File: src/sv/fipc_pkg.sv
`default_nettype none

package fipc_pkg;

  // loop timing and fixed-point scale constants
  localparam int unsigned SAMPLE_PERIOD_MS = 1;
  localparam int unsigned RATE_SCALE       = 1000;  // ms to seconds for the error change
  localparam int unsigned AREA_DIVISOR     = 125;   // 2000 over the Q4.12 to Q16.16 step of 16
  localparam int unsigned UNIT_Q20         = 1 << 20;

  localparam int unsigned CFG_IDX_W = 3;
  localparam int unsigned PC_W      = 4;

  typedef enum logic [CFG_IDX_W-1:0] {
    REG_ERROR_GAIN  = 3'd0,
    REG_CHANGE_GAIN = 3'd1,
    REG_OUTPUT_GAIN = 3'd2,
    REG_MIN_OUTPUT  = 3'd3,
    REG_MAX_OUTPUT  = 3'd4
  } cfg_reg_e;

  typedef enum logic [1:0] {
    HOLD_NONE,
    HOLD_NO_INPUT,
    HOLD_OUT_BUSY
  } hold_e;

  typedef enum logic [1:0] {
    JUMP_NEXT,
    JUMP_ALWAYS,
    JUMP_RESTART
  } jump_e;

  typedef enum logic [2:0] {
    MUL_NONE,
    MUL_ERR_EG,
    MUL_DIFF_K,
    MUL_PROD_CG,
    MUL_PROD_MP,
    MUL_RULE_OG,
    MUL_SUM_P,
    MUL_AREA_M
  } mul_e;

  typedef enum logic [3:0] {
    WB_NONE,
    WB_DIFF,
    WB_FE,
    WB_SAT,
    WB_FCE,
    WB_RULE,
    WB_RULE_OUT,
    WB_PREV_RULE,
    WB_AREA,
    WB_ACC,
    WB_CLEAR
  } wb_e;

  typedef struct packed {
    logic            take;
    hold_e           hold;
    mul_e            mul;
    wb_e             wb;
    jump_e           jump;
    logic [PC_W-1:0] target;
  } ucode_t;

  // program addresses
  localparam logic [PC_W-1:0] STEP_IDLE      = 4'd0;
  localparam logic [PC_W-1:0] STEP_DISPATCH  = 4'd1;
  localparam logic [PC_W-1:0] STEP_FE        = 4'd2;
  localparam logic [PC_W-1:0] STEP_CHANGE    = 4'd3;
  localparam logic [PC_W-1:0] STEP_SAT       = 4'd4;
  localparam logic [PC_W-1:0] STEP_FCE       = 4'd5;
  localparam logic [PC_W-1:0] STEP_RULE      = 4'd6;
  localparam logic [PC_W-1:0] STEP_RULE_GAIN = 4'd7;
  localparam logic [PC_W-1:0] STEP_RULE_OUT  = 4'd8;
  localparam logic [PC_W-1:0] STEP_SUM       = 4'd9;
  localparam logic [PC_W-1:0] STEP_AREA_DIV  = 4'd10;
  localparam logic [PC_W-1:0] STEP_AREA      = 4'd11;
  localparam logic [PC_W-1:0] STEP_ACC       = 4'd12;
  localparam logic [PC_W-1:0] STEP_RESTART   = 4'd13;

  // control store
  function automatic ucode_t ucode_rom(input logic [PC_W-1:0] pc);
    ucode_t w;
    w = '{take: 1'b0, hold: HOLD_NONE, mul: MUL_NONE, wb: WB_NONE,
          jump: JUMP_NEXT, target: STEP_IDLE};
    unique case (pc)
      STEP_IDLE: begin
        w.take = 1'b1;
        w.hold = HOLD_NO_INPUT;
      end
      STEP_DISPATCH: begin
        w.mul    = MUL_ERR_EG;
        w.wb     = WB_DIFF;
        w.jump   = JUMP_RESTART;
        w.target = STEP_RESTART;
      end
      STEP_FE: begin
        w.mul = MUL_DIFF_K;
        w.wb  = WB_FE;
      end
      STEP_CHANGE:    w.mul = MUL_PROD_CG;
      STEP_SAT: begin
        w.mul = MUL_PROD_MP;
        w.wb  = WB_SAT;
      end
      STEP_FCE:       w.wb  = WB_FCE;
      STEP_RULE:      w.wb  = WB_RULE;
      STEP_RULE_GAIN: w.mul = MUL_RULE_OG;
      STEP_RULE_OUT:  w.wb  = WB_RULE_OUT;
      STEP_SUM: begin
        w.mul = MUL_SUM_P;
        w.wb  = WB_PREV_RULE;
      end
      STEP_AREA_DIV:  w.mul = MUL_AREA_M;
      STEP_AREA:      w.wb  = WB_AREA;
      STEP_ACC: begin
        w.hold   = HOLD_OUT_BUSY;
        w.wb     = WB_ACC;
        w.jump   = JUMP_ALWAYS;
        w.target = STEP_IDLE;
      end
      STEP_RESTART: begin
        w.hold   = HOLD_OUT_BUSY;
        w.wb     = WB_CLEAR;
        w.jump   = JUMP_ALWAYS;
        w.target = STEP_IDLE;
      end
      default: begin
        w.jump   = JUMP_ALWAYS;
        w.target = STEP_IDLE;
      end
    endcase
    return w;
  endfunction

endpackage

`default_nettype wire

File: src/sv/fuzzy_incremental_pi_controller_core.sv
// channel | direction | handshake                   | payload
// cfg     | in        | cfg_valid_i / cfg_ready_o   | cfg_index_i, cfg_data_i
// in      | in        | in_valid_i / in_ready_o     | setpoint_i, feedback_i, restart_i
// out     | out       | out_valid_o / out_ready_i   | drive_out_o
//
// a normal word runs from the dispatch step through the term, rule, sum and area steps to the
// accumulate step, which writes the result register; a restart word jumps from dispatch to the
// restart step, which clears the loop; the multiplying steps share a single 31x32 multiplier
// reset: rst_ni clears the step counter, the loop state and the result flag, and presets the gains
// a new word is taken once the program is back at its idle step, even while the
// previous result still waits; the final step holds only if that result is untaken
// cfg writes are always ready and take effect at the next edge
`default_nettype none

module fuzzy_incremental_pi_controller_core (
  input  logic                               clk_i,
  input  logic                               rst_ni,
  input  logic                               cfg_valid_i,
  output logic                               cfg_ready_o,
  input  logic [fipc_pkg::CFG_IDX_W-1:0]     cfg_index_i,
  input  logic [15:0]                        cfg_data_i,
  input  logic                               in_valid_i,
  output logic                               in_ready_o,
  input  logic signed [15:0]                 setpoint_i,
  input  logic signed [15:0]                 feedback_i,
  input  logic                               restart_i,
  output logic                               out_valid_o,
  input  logic                               out_ready_i,
  output logic signed [15:0]                 drive_out_o
);

  // shared multiplier geometry
  localparam int unsigned MulAW = 31;
  localparam int unsigned MulBW = 32;
  localparam int unsigned ProdW = MulAW + MulBW;

  // reciprocal constants: floor(u / d) == (u * ceil(2^s / d)) >> s for u < 2^31
  localparam int unsigned ShiftP    = MulAW + $clog2(fipc_pkg::SAMPLE_PERIOD_MS);
  localparam int unsigned ShiftArea = MulAW + $clog2(fipc_pkg::AREA_DIVISOR);
  localparam logic [63:0] RecipPFull =
      ((64'd1 << ShiftP) + 64'(fipc_pkg::SAMPLE_PERIOD_MS) - 64'd1) /
      64'(fipc_pkg::SAMPLE_PERIOD_MS);
  localparam logic [63:0] RecipAreaFull =
      ((64'd1 << ShiftArea) + 64'(fipc_pkg::AREA_DIVISOR) - 64'd1) /
      64'(fipc_pkg::AREA_DIVISOR);
  localparam logic [MulBW-1:0] RecipP    = RecipPFull[MulBW-1:0];
  localparam logic [MulBW-1:0] RecipArea = RecipAreaFull[MulBW-1:0];

  // change products at or above this give a quotient beyond one, so they saturate
  localparam logic [ProdW-1:0] FceLimit =
      ProdW'(64'(fipc_pkg::UNIT_Q20 + 1) * 64'(fipc_pkg::SAMPLE_PERIOD_MS));

  // sequencer
  logic [fipc_pkg::PC_W-1:0] pc_q, pc_d;
  fipc_pkg::ucode_t           ctl;
  logic                       in_acc, out_free, stall, go;

  // configuration
  logic [15:0]        eg_q, cg_q, og_q;
  logic signed [15:0] min_q, max_q;

  // loop state
  logic signed [16:0] prev_err_q;
  logic signed [21:0] prev_rule_q;
  logic signed [19:0] acc_q;

  // datapath registers
  logic signed [16:0] err_q;
  logic               restart_q;
  logic signed [17:0] diff_q;
  logic [ProdW-1:0]   prod_q, prod_d;
  logic               neg_q, neg_d;
  logic               sat_q;
  logic signed [13:0] fe_q, fce_q, rule_q;
  logic signed [21:0] rule_out_q;
  logic signed [31:0] area_q;
  logic               out_valid_q;
  logic signed [15:0] drive_q;

  // operand shaping
  logic [16:0]        err_mag;
  logic [17:0]        diff_mag;
  logic [13:0]        rule_mag;
  logic signed [22:0] sum_w;
  logic [22:0]        sum_mag;
  logic [MulAW-1:0]   area_u;
  logic [MulAW-1:0]   mul_a;
  logic [MulBW-1:0]   mul_b;

  // result shaping
  logic [ProdW-1:0]   quo_p, quo_a;
  logic [20:0]        fe_mag, fce_mag, q20_mag;
  logic signed [21:0] q20_full;
  logic signed [14:0] rule_sum;
  logic signed [29:0] ro_full;
  logic [30:0]        area_mag;
  logic signed [31:0] area_full;
  logic signed [19:0] lo_w, hi_w, acc_new;
  logic signed [32:0] acc_sum;

  // ---------------------------------------------------------------- control
  assign ctl         = fipc_pkg::ucode_rom(pc_q);
  assign in_ready_o  = ctl.take;
  assign in_acc      = in_valid_i & ctl.take;
  assign out_free    = ~out_valid_q | out_ready_i;
  assign stall       = ((ctl.hold == fipc_pkg::HOLD_NO_INPUT) && !in_valid_i) ||
                       ((ctl.hold == fipc_pkg::HOLD_OUT_BUSY) && !out_free);
  assign go          = ~stall;
  assign cfg_ready_o = 1'b1;
  assign out_valid_o = out_valid_q;
  assign drive_out_o = drive_q;

  always_comb begin
    pc_d = pc_q;
    if (go) begin
      unique case (ctl.jump)
        fipc_pkg::JUMP_NEXT:    pc_d = pc_q + 1'b1;
        fipc_pkg::JUMP_ALWAYS:  pc_d = ctl.target;
        fipc_pkg::JUMP_RESTART: pc_d = restart_q ? ctl.target : pc_q + 1'b1;
        default:                pc_d = fipc_pkg::STEP_IDLE;
      endcase
    end
  end

  // --------------------------------------------------------------- operands
  assign err_mag  = err_q[16] ? 17'(-err_q) : 17'(err_q);
  assign diff_mag = diff_q[17] ? 18'(-diff_q) : 18'(diff_q);
  assign rule_mag = rule_q[13] ? 14'(-rule_q) : 14'(rule_q);
  assign sum_w    = 23'(rule_out_q) + 23'(prev_rule_q);
  assign sum_mag  = sum_w[22] ? 23'(-sum_w) : 23'(sum_w);
  // floor of a negative area uses the ceiling of the magnitude
  assign area_u   = neg_q ? prod_q[MulAW-1:0] + MulAW'(fipc_pkg::AREA_DIVISOR - 1)
                          : prod_q[MulAW-1:0];

  always_comb begin
    mul_a = '0;
    mul_b = '0;
    neg_d = neg_q;
    case (ctl.mul)
      fipc_pkg::MUL_ERR_EG: begin
        mul_a = MulAW'(err_mag);
        mul_b = MulBW'(eg_q);
        neg_d = err_q[16];
      end
      fipc_pkg::MUL_DIFF_K: begin
        mul_a = MulAW'(diff_mag);
        mul_b = MulBW'(fipc_pkg::RATE_SCALE);
        neg_d = diff_q[17];
      end
      fipc_pkg::MUL_PROD_CG: begin
        mul_a = prod_q[MulAW-1:0];
        mul_b = MulBW'(cg_q);
      end
      fipc_pkg::MUL_PROD_MP: begin
        mul_a = prod_q[MulAW-1:0];
        mul_b = RecipP;
      end
      fipc_pkg::MUL_RULE_OG: begin
        mul_a = MulAW'(rule_mag);
        mul_b = MulBW'(og_q);
        neg_d = rule_q[13];
      end
      fipc_pkg::MUL_SUM_P: begin
        mul_a = MulAW'(sum_mag);
        mul_b = MulBW'(fipc_pkg::SAMPLE_PERIOD_MS);
        neg_d = sum_w[22];
      end
      fipc_pkg::MUL_AREA_M: begin
        mul_a = area_u;
        mul_b = RecipArea;
      end
      default: ;
    endcase
  end

  assign prod_d = ProdW'(mul_a) * ProdW'(mul_b);

  // ---------------------------------------------------------------- results
  // error and change terms saturate at one in Q.20, then floor to Q2.12
  assign quo_p   = prod_q >> ShiftP;
  assign fe_mag  = (prod_q > ProdW'(fipc_pkg::UNIT_Q20)) ? 21'(fipc_pkg::UNIT_Q20)
                                                          : prod_q[20:0];
  assign fce_mag = sat_q ? 21'(fipc_pkg::UNIT_Q20) : quo_p[20:0];
  assign q20_mag = (ctl.wb == fipc_pkg::WB_FE) ? fe_mag : fce_mag;
  assign q20_full = neg_q ? -$signed({1'b0, q20_mag}) : $signed({1'b0, q20_mag});

  assign rule_sum = 15'(fe_q) + 15'(fce_q);
  assign ro_full  = neg_q ? -$signed({1'b0, prod_q[28:0]}) : $signed({1'b0, prod_q[28:0]});

  assign quo_a     = prod_q >> ShiftArea;
  assign area_mag  = quo_a[30:0];
  assign area_full = neg_q ? -$signed({1'b0, area_mag}) : $signed({1'b0, area_mag});

  // clamp: lower bound wins the first test
  assign lo_w    = {min_q, 4'b0000};
  assign hi_w    = {max_q, 4'b0000};
  assign acc_sum = 33'(acc_q) + 33'(area_q);

  always_comb begin
    if (acc_sum < 33'(lo_w)) begin
      acc_new = lo_w;
    end else if (acc_sum > 33'(hi_w)) begin
      acc_new = hi_w;
    end else begin
      acc_new = acc_sum[19:0];
    end
  end

  // ----------------------------------------------------- sequencer and state
  always_ff @(posedge clk_i or negedge rst_ni) begin
    if (!rst_ni) begin
      pc_q        <= fipc_pkg::STEP_IDLE;
      out_valid_q <= 1'b0;
      prev_err_q  <= '0;
      prev_rule_q <= '0;
      acc_q       <= '0;
    end else begin
      pc_q <= pc_d;
      if (go && (ctl.wb == fipc_pkg::WB_ACC || ctl.wb == fipc_pkg::WB_CLEAR)) begin
        out_valid_q <= 1'b1;
      end else if (out_ready_i) begin
        out_valid_q <= 1'b0;
      end
      if (go) begin
        case (ctl.wb)
          fipc_pkg::WB_DIFF:      prev_err_q  <= err_q;
          fipc_pkg::WB_PREV_RULE: prev_rule_q <= rule_out_q;
          fipc_pkg::WB_ACC:       acc_q       <= acc_new;
          fipc_pkg::WB_CLEAR: begin
            prev_err_q  <= '0;
            prev_rule_q <= '0;
            acc_q       <= '0;
          end
          default: ;
        endcase
      end
    end
  end

  // ---------------------------------------------------------- configuration
  always_ff @(posedge clk_i or negedge rst_ni) begin
    if (!rst_ni) begin
      eg_q  <= 16'd256;
      cg_q  <= 16'd256;
      og_q  <= 16'd256;
      min_q <= 16'sd0;
      max_q <= 16'sd32767;
    end else if (cfg_valid_i) begin
      unique case (cfg_index_i)
        fipc_pkg::REG_ERROR_GAIN:  eg_q  <= cfg_data_i;
        fipc_pkg::REG_CHANGE_GAIN: cg_q  <= cfg_data_i;
        fipc_pkg::REG_OUTPUT_GAIN: og_q  <= cfg_data_i;
        fipc_pkg::REG_MIN_OUTPUT:  min_q <= cfg_data_i;
        fipc_pkg::REG_MAX_OUTPUT:  max_q <= cfg_data_i;
        default: ;
      endcase
    end
  end

  // --------------------------------------------------------------- datapath
  always_ff @(posedge clk_i) begin
    if (in_acc) begin
      err_q     <= 17'(setpoint_i) - 17'(feedback_i);
      restart_q <= restart_i;
    end
    if (go && ctl.mul != fipc_pkg::MUL_NONE) begin
      prod_q <= prod_d;
      neg_q  <= neg_d;
    end
    if (go) begin
      case (ctl.wb)
        fipc_pkg::WB_DIFF:     diff_q     <= 18'(err_q) - 18'(prev_err_q);
        fipc_pkg::WB_FE:       fe_q       <= q20_full[21:8];
        fipc_pkg::WB_SAT:      sat_q      <= (prod_q >= FceLimit);
        fipc_pkg::WB_FCE:      fce_q      <= q20_full[21:8];
        fipc_pkg::WB_RULE:     rule_q     <= rule_sum[14:1];
        fipc_pkg::WB_RULE_OUT: rule_out_q <= ro_full[29:8];
        fipc_pkg::WB_AREA:     area_q     <= area_full;
        fipc_pkg::WB_ACC:      drive_q    <= acc_new[19:4];
        fipc_pkg::WB_CLEAR:    drive_q    <= '0;
        default: ;
      endcase
    end
  end

  // ------------------------------------------------------------- assertions
  // an accepted word keeps the sequencer busy for at least the next cycle
  a_busy_after_accept: assert property (@(posedge clk_i) disable iff (!rst_ni)
    in_valid_i && in_ready_o |=> !in_ready_o)
    else $error("input accepted twice in consecutive cycles");

  // saturated change term stays within plus or minus one
  a_fce_range: assert property (@(posedge clk_i) disable iff (!rst_ni)
    go && ctl.wb == fipc_pkg::WB_FCE |=> fce_q <= 14'sd4096 && fce_q >= -14'sd4096)
    else $error("change term outside unit range");

  // accumulator lands inside an ordered clamp window
  a_acc_window: assert property (@(posedge clk_i) disable iff (!rst_ni)
    go && ctl.wb == fipc_pkg::WB_ACC && min_q <= max_q |=> acc_q >= lo_w && acc_q <= hi_w)
    else $error("accumulator outside clamp window");

  // restart leaves an empty loop and a zero word
  a_restart_clear: assert property (@(posedge clk_i) disable iff (!rst_ni)
    go && ctl.wb == fipc_pkg::WB_CLEAR |=> acc_q == '0 && drive_q == '0 && out_valid_q)
    else $error("restart did not clear the loop");

endmodule

`default_nettype wire
File: config.mk
export PLATFORM = sky130hd
export DESIGN_NAME = fuzzy_incremental_pi_controller_core
export DESIGN_NICKNAME = d
export VERILOG_FILES = /design/src/sv/fipc_pkg.sv /design/src/sv/fuzzy_incremental_pi_controller_core.sv
export SDC_FILE = /design/constraint.sdc
export NUM_CORES = 2
export LEC_CHECK = 0
export BUFFER_PORTS_ARGS = -buffer_cell sky130_fd_sc_hd__buf_2
export CORE_MARGIN = 3
export CORE_UTILIZATION = 40
export CTS_CLUSTER_DIAMETER = 30
export DETAILED_ROUTE_END_ITERATION = 10
export GPL_TIMING_DRIVEN = 0
export SLEW_MARGIN = 10
export SYNTH_ARGS = -nofsm -noshare
export SYNTH_HDL_FRONTEND = slang
export SYNTH_SLANG_ARGS = --single-unit
File: constraint.sdc
create_clock -name clk_i -period 10.2 [get_ports clk_i]
set_input_delay 2.04 -clock clk_i [delete_from_list [all_inputs] [get_ports clk_i]]
set_output_delay 2.04 -clock clk_i [all_outputs]
set_load 0.1 [all_outputs]
==> flow_summary_export.csv <==
group,metric,value,unit
setup_path,path_depth,36,
synthesis,synth_top_area_cell,"fa_1",
timing,fin_skew,0.0599,ns
synthesis,synthesis.nets,6280,
timing,hold_violations,0,
cts,clockRootBuffer,"clkbuf_16",
setup_path,endpoint_kind,"flop",
flow_run,max_cap_violations,0,
synthesis,synthTopCellsByCount,"inv_1 (845), nand2_1 (603), fa_1 (536), ha_1 (517), nor2_1 (393)",
setup_path,cpMostUsedCell,"fa_1",
final_layout,stdcell_area,0.0554,sq mm
floorplan,die-area,0.122,sq mm
cts,cts_buffers,85,
floorplan,dieWidth,349,microns
placement,io_buffers,72,
setup_path,crit_family,"adder cells",
route,drc_errors,0,
placement,place.gp.congestion,0.978,
synthesis,synth_top_area_share,22.8,%
synthesis,synthCells,5170,
power,p_leak,26.1,nW
run_status,violations,"setup timing",
timing,slew_headroom,8.10,%
synthesis,synth.distinct_cells,98,
setup_path,crit_type,"flop to flop",
synthesis,synth_flop_cell,"edfxtp_1",
global_route,overflow,0,
setup_path,crit_path_top_delay_cell,"fa_1",
route,viasPerCell,5.57,
synthesis,synth_edf_count,213,
final_layout,fillCellCount,11000,
timing,setup_viol,20,
setup_path,crit-reg2reg-capture,"prod_q[62]",
cts,cts_sinks,357,
setup_path,arrival,10.97,ns
synthesis,syn_area_per_cell,9.11,sq um
setup_path,cp-startpoint,"rule_out_q[0]",
floorplan,die_height,349,microns
final_layout,drive_above_1_share,15.6,%
global_route,grt_pass1_vias,39400,
route,dr.first_iter.drc_count,3884,
setup_path,cp_num_buf_inv,7,
timing,fin_crit,10.63,ns
power,power.total,0.0190,W
setup_path,start_kind,"flop",
hold_path,min_path_type,"flop to flop",
cts,htreeDepth,3,
setup_path,r2r_setup_slack,-0.43,ns
cts,cts_tree,"done",
global_route,grt_pass1_wl,247,mm
setup_path,reg2reg_depth,36,
timing,fin_crit_sh,104,%
timing,rsz0062_at_grt,"true",
setup_path,endpoint,"prod_q[62]",
cts,clk_pin_slew,0.05,ns
floorplan,rows,125,
timing,tns,-4.87,ns
final_layout,areaGrowthSynthToFinish,17.6,%
route,wl_per_cell,23.4,microns
timing,setup_slack,-0.435,ns
final_layout,fin_util,47.5,%
route,vias,39200,
setup_path,crit_fanout,6,
global_route,antenna_found_initial,3,
floorplan,core,0.117,sq mm
route,routed_wl,164,mm
final_layout,layout.nets,6536,
route,ant_nets,0,
placement,hpwl,130,mm
power,p_per_area,343,mW/mm^2
run_status,status,"finished, violations left",
setup_path,required,10.54,ns
timing,clock.fmax,0.0940,GHz
route,first_pass_iters,7,
timing,tightest_slew,1.38,ns
timing,drv_slew,0,
floorplan,num_io_pins,76,
setup_path,r2r_start,"rule_out_q[0]",
global_route,grt_max_degree,82,
placement,placed_cell_area,0.0497,sq mm
synthesis,seq_area_frac_synth,21.3,%
synthesis,ys_seq_elements,357,
synthesis,synthTopCellsByArea,"fa_1 (23%), ha_1 (14%), edfxtp_1 (14%), inv_1 (6.7%), dfrtp_1 (6.7%)",
global_route,groute.usage.overall,27.0,%
synthesis,synth.most_common_cell,"inv_1",
setup_path,slowest_delay,0.54,ns
synthesis,synth_area,0.0471,sq mm
cts,clk_latency,0.66,ns
cts,clk_path_buf_depth,3,
power,ir_drop,0.218,mV
synthesis,async_flop_share,40.3,%
synthesis,synth_warnings,0,
floorplan,start_util,40.4,%
-- timing repair --
item	CTS	global route
setup buffers	79	28
hold buffers	0	0
gates resized for setup	377	148
setup endpoints to repair	50	43
pin swaps	145	67
cloned	1	0
-- stage by stage --
stage	cells	setup WS, ns	hold slack (ns)
after floorplan	5170	-0.0895	0.455
after global placement	6766	-3.98	0.466
after detailed placement	6783	-3.81	0.478
after CTS	7001	-0.434	0.469
after global routing	7021	-0.659	0.503
final	7024	-0.435	0.468
-- cell type report --
| class | instances | area [sq um] | area share, % |
|---|---|---|---|
| Clock inverter | 63 | 692 | 1.25 |
| Clock buffer | 95 | 2210 | 3.98 |
| Antenna cell | 3 | 7.51 | 0.0136 |
| Timing Repair Buffer | 194 | 1500 | 2.71 |
| Buffer | 194 | 1040 | 1.87 |
| Multi-Input combinational cell | 3748 | 34800 | 62.9 |
| Tap cell | 1524 | 1910 | 3.44 |
| Inverter | 846 | 3180 | 5.73 |
| Sequential cell | 357 | 10000 | 18.1 |
-- worst min-delay path, stage by stage, from the launching register on --
cell	delay, ns
edfxtp_1	0.34
nand2_1	0.05
o21ai_0	0.06
-- cell usage in the layout, fill, tap and decap left out, types with 97 or more instances in the layout --
| cell type | count |
|---|---|
| o21ai_0 | 207 |
| fa_1 | 509 |
| edfxtp_1 | 213 |
| dfrtp_1 | 126 |
| clkbuf_1 | 97 |
| inv_1 | 832 |
| ha_1 | 483 |
| a21oi_1 | 152 |
| xnor2_1 | 156 |
| nor2_1 | 354 |
| nand2_1 | 594 |
-- logic make-up (layout without fill, tap and decap cells) --
logic type | count (synthesis) | in the layout | share of synthesized area, %
compound gates | 874 | 874 | 12.4
mux | 89 | 89 | 2.08
fa+ha+maj | 1053 | 1053 | 36.5
simple gates | 1484 | 1484 | 14.5
xor+xnor | 247 | 247 | 4.59
flops | 357 | 357 | 21.3
other cells | 1 | 4 | 0.00796
buf+inv | 1065 | 1392 | 8.62
-- layer usage --
metal | part of all wire, % | wire length, microns | track usage (%) | up-vias
met5 | 0.0098 | 16 | 0 | -
met4 | 5.9 | 9600 | 13.3 | 2
met3 | 9.2 | 15000 | 6.59 | 398
met2 | 44 | 72100 | 41.7 | 1688
met1 | 41 | 67300 | 35.3 | 19400
li1 | - | - | - | 17700
-- how the worst min path moves through the flow --
stage / from / end / cells past startpoint / slack (ns)
final: rule_out_q[5] / prev_rule_q[5] / 2 / 0.47
after global routing: rule_out_q[5] / prev_rule_q[5] / 2 / 0.50
after CTS: rule_out_q[5] / prev_rule_q[5] / 2 / 0.47
after detailed placement: acc_q[14] / acc_q[14] / 2 / 0.48
after global placement: acc_q[14] / acc_q[14] / 2 / 0.47
after floorplan: acc_q[14] / acc_q[14] / 2 / 0.46
-- power breakdown --
group | leakage, nW | switching, W | internal, W
logic | 20.9 | 0.00862 | 0.00491
clock network | 1.39 | 0.000937 | 0.00177
registers | 3.77 | 0.000475 | 0.00229
-- sequential cells by signal (all words and copies together) (netlist names) --
name / cells
rule_out_q: 22
cg_q: 16
max_q: 16
area_q: 32
prod_q: 63
min_q: 16
prev_err_q: 17
neg_q: 1
diff_q: 18
restart_q: 1
og_q: 16
fce_q: 14
sat_q: 1
eg_q: 16
rule_q: 14
err_q: 17
acc_q: 20
fe_q: 14
drive_out_o: 16
pc_q: 4
out_valid_o: 1
prev_rule_q: 22
Note: power is estimated with default switching activity, not from simulation.
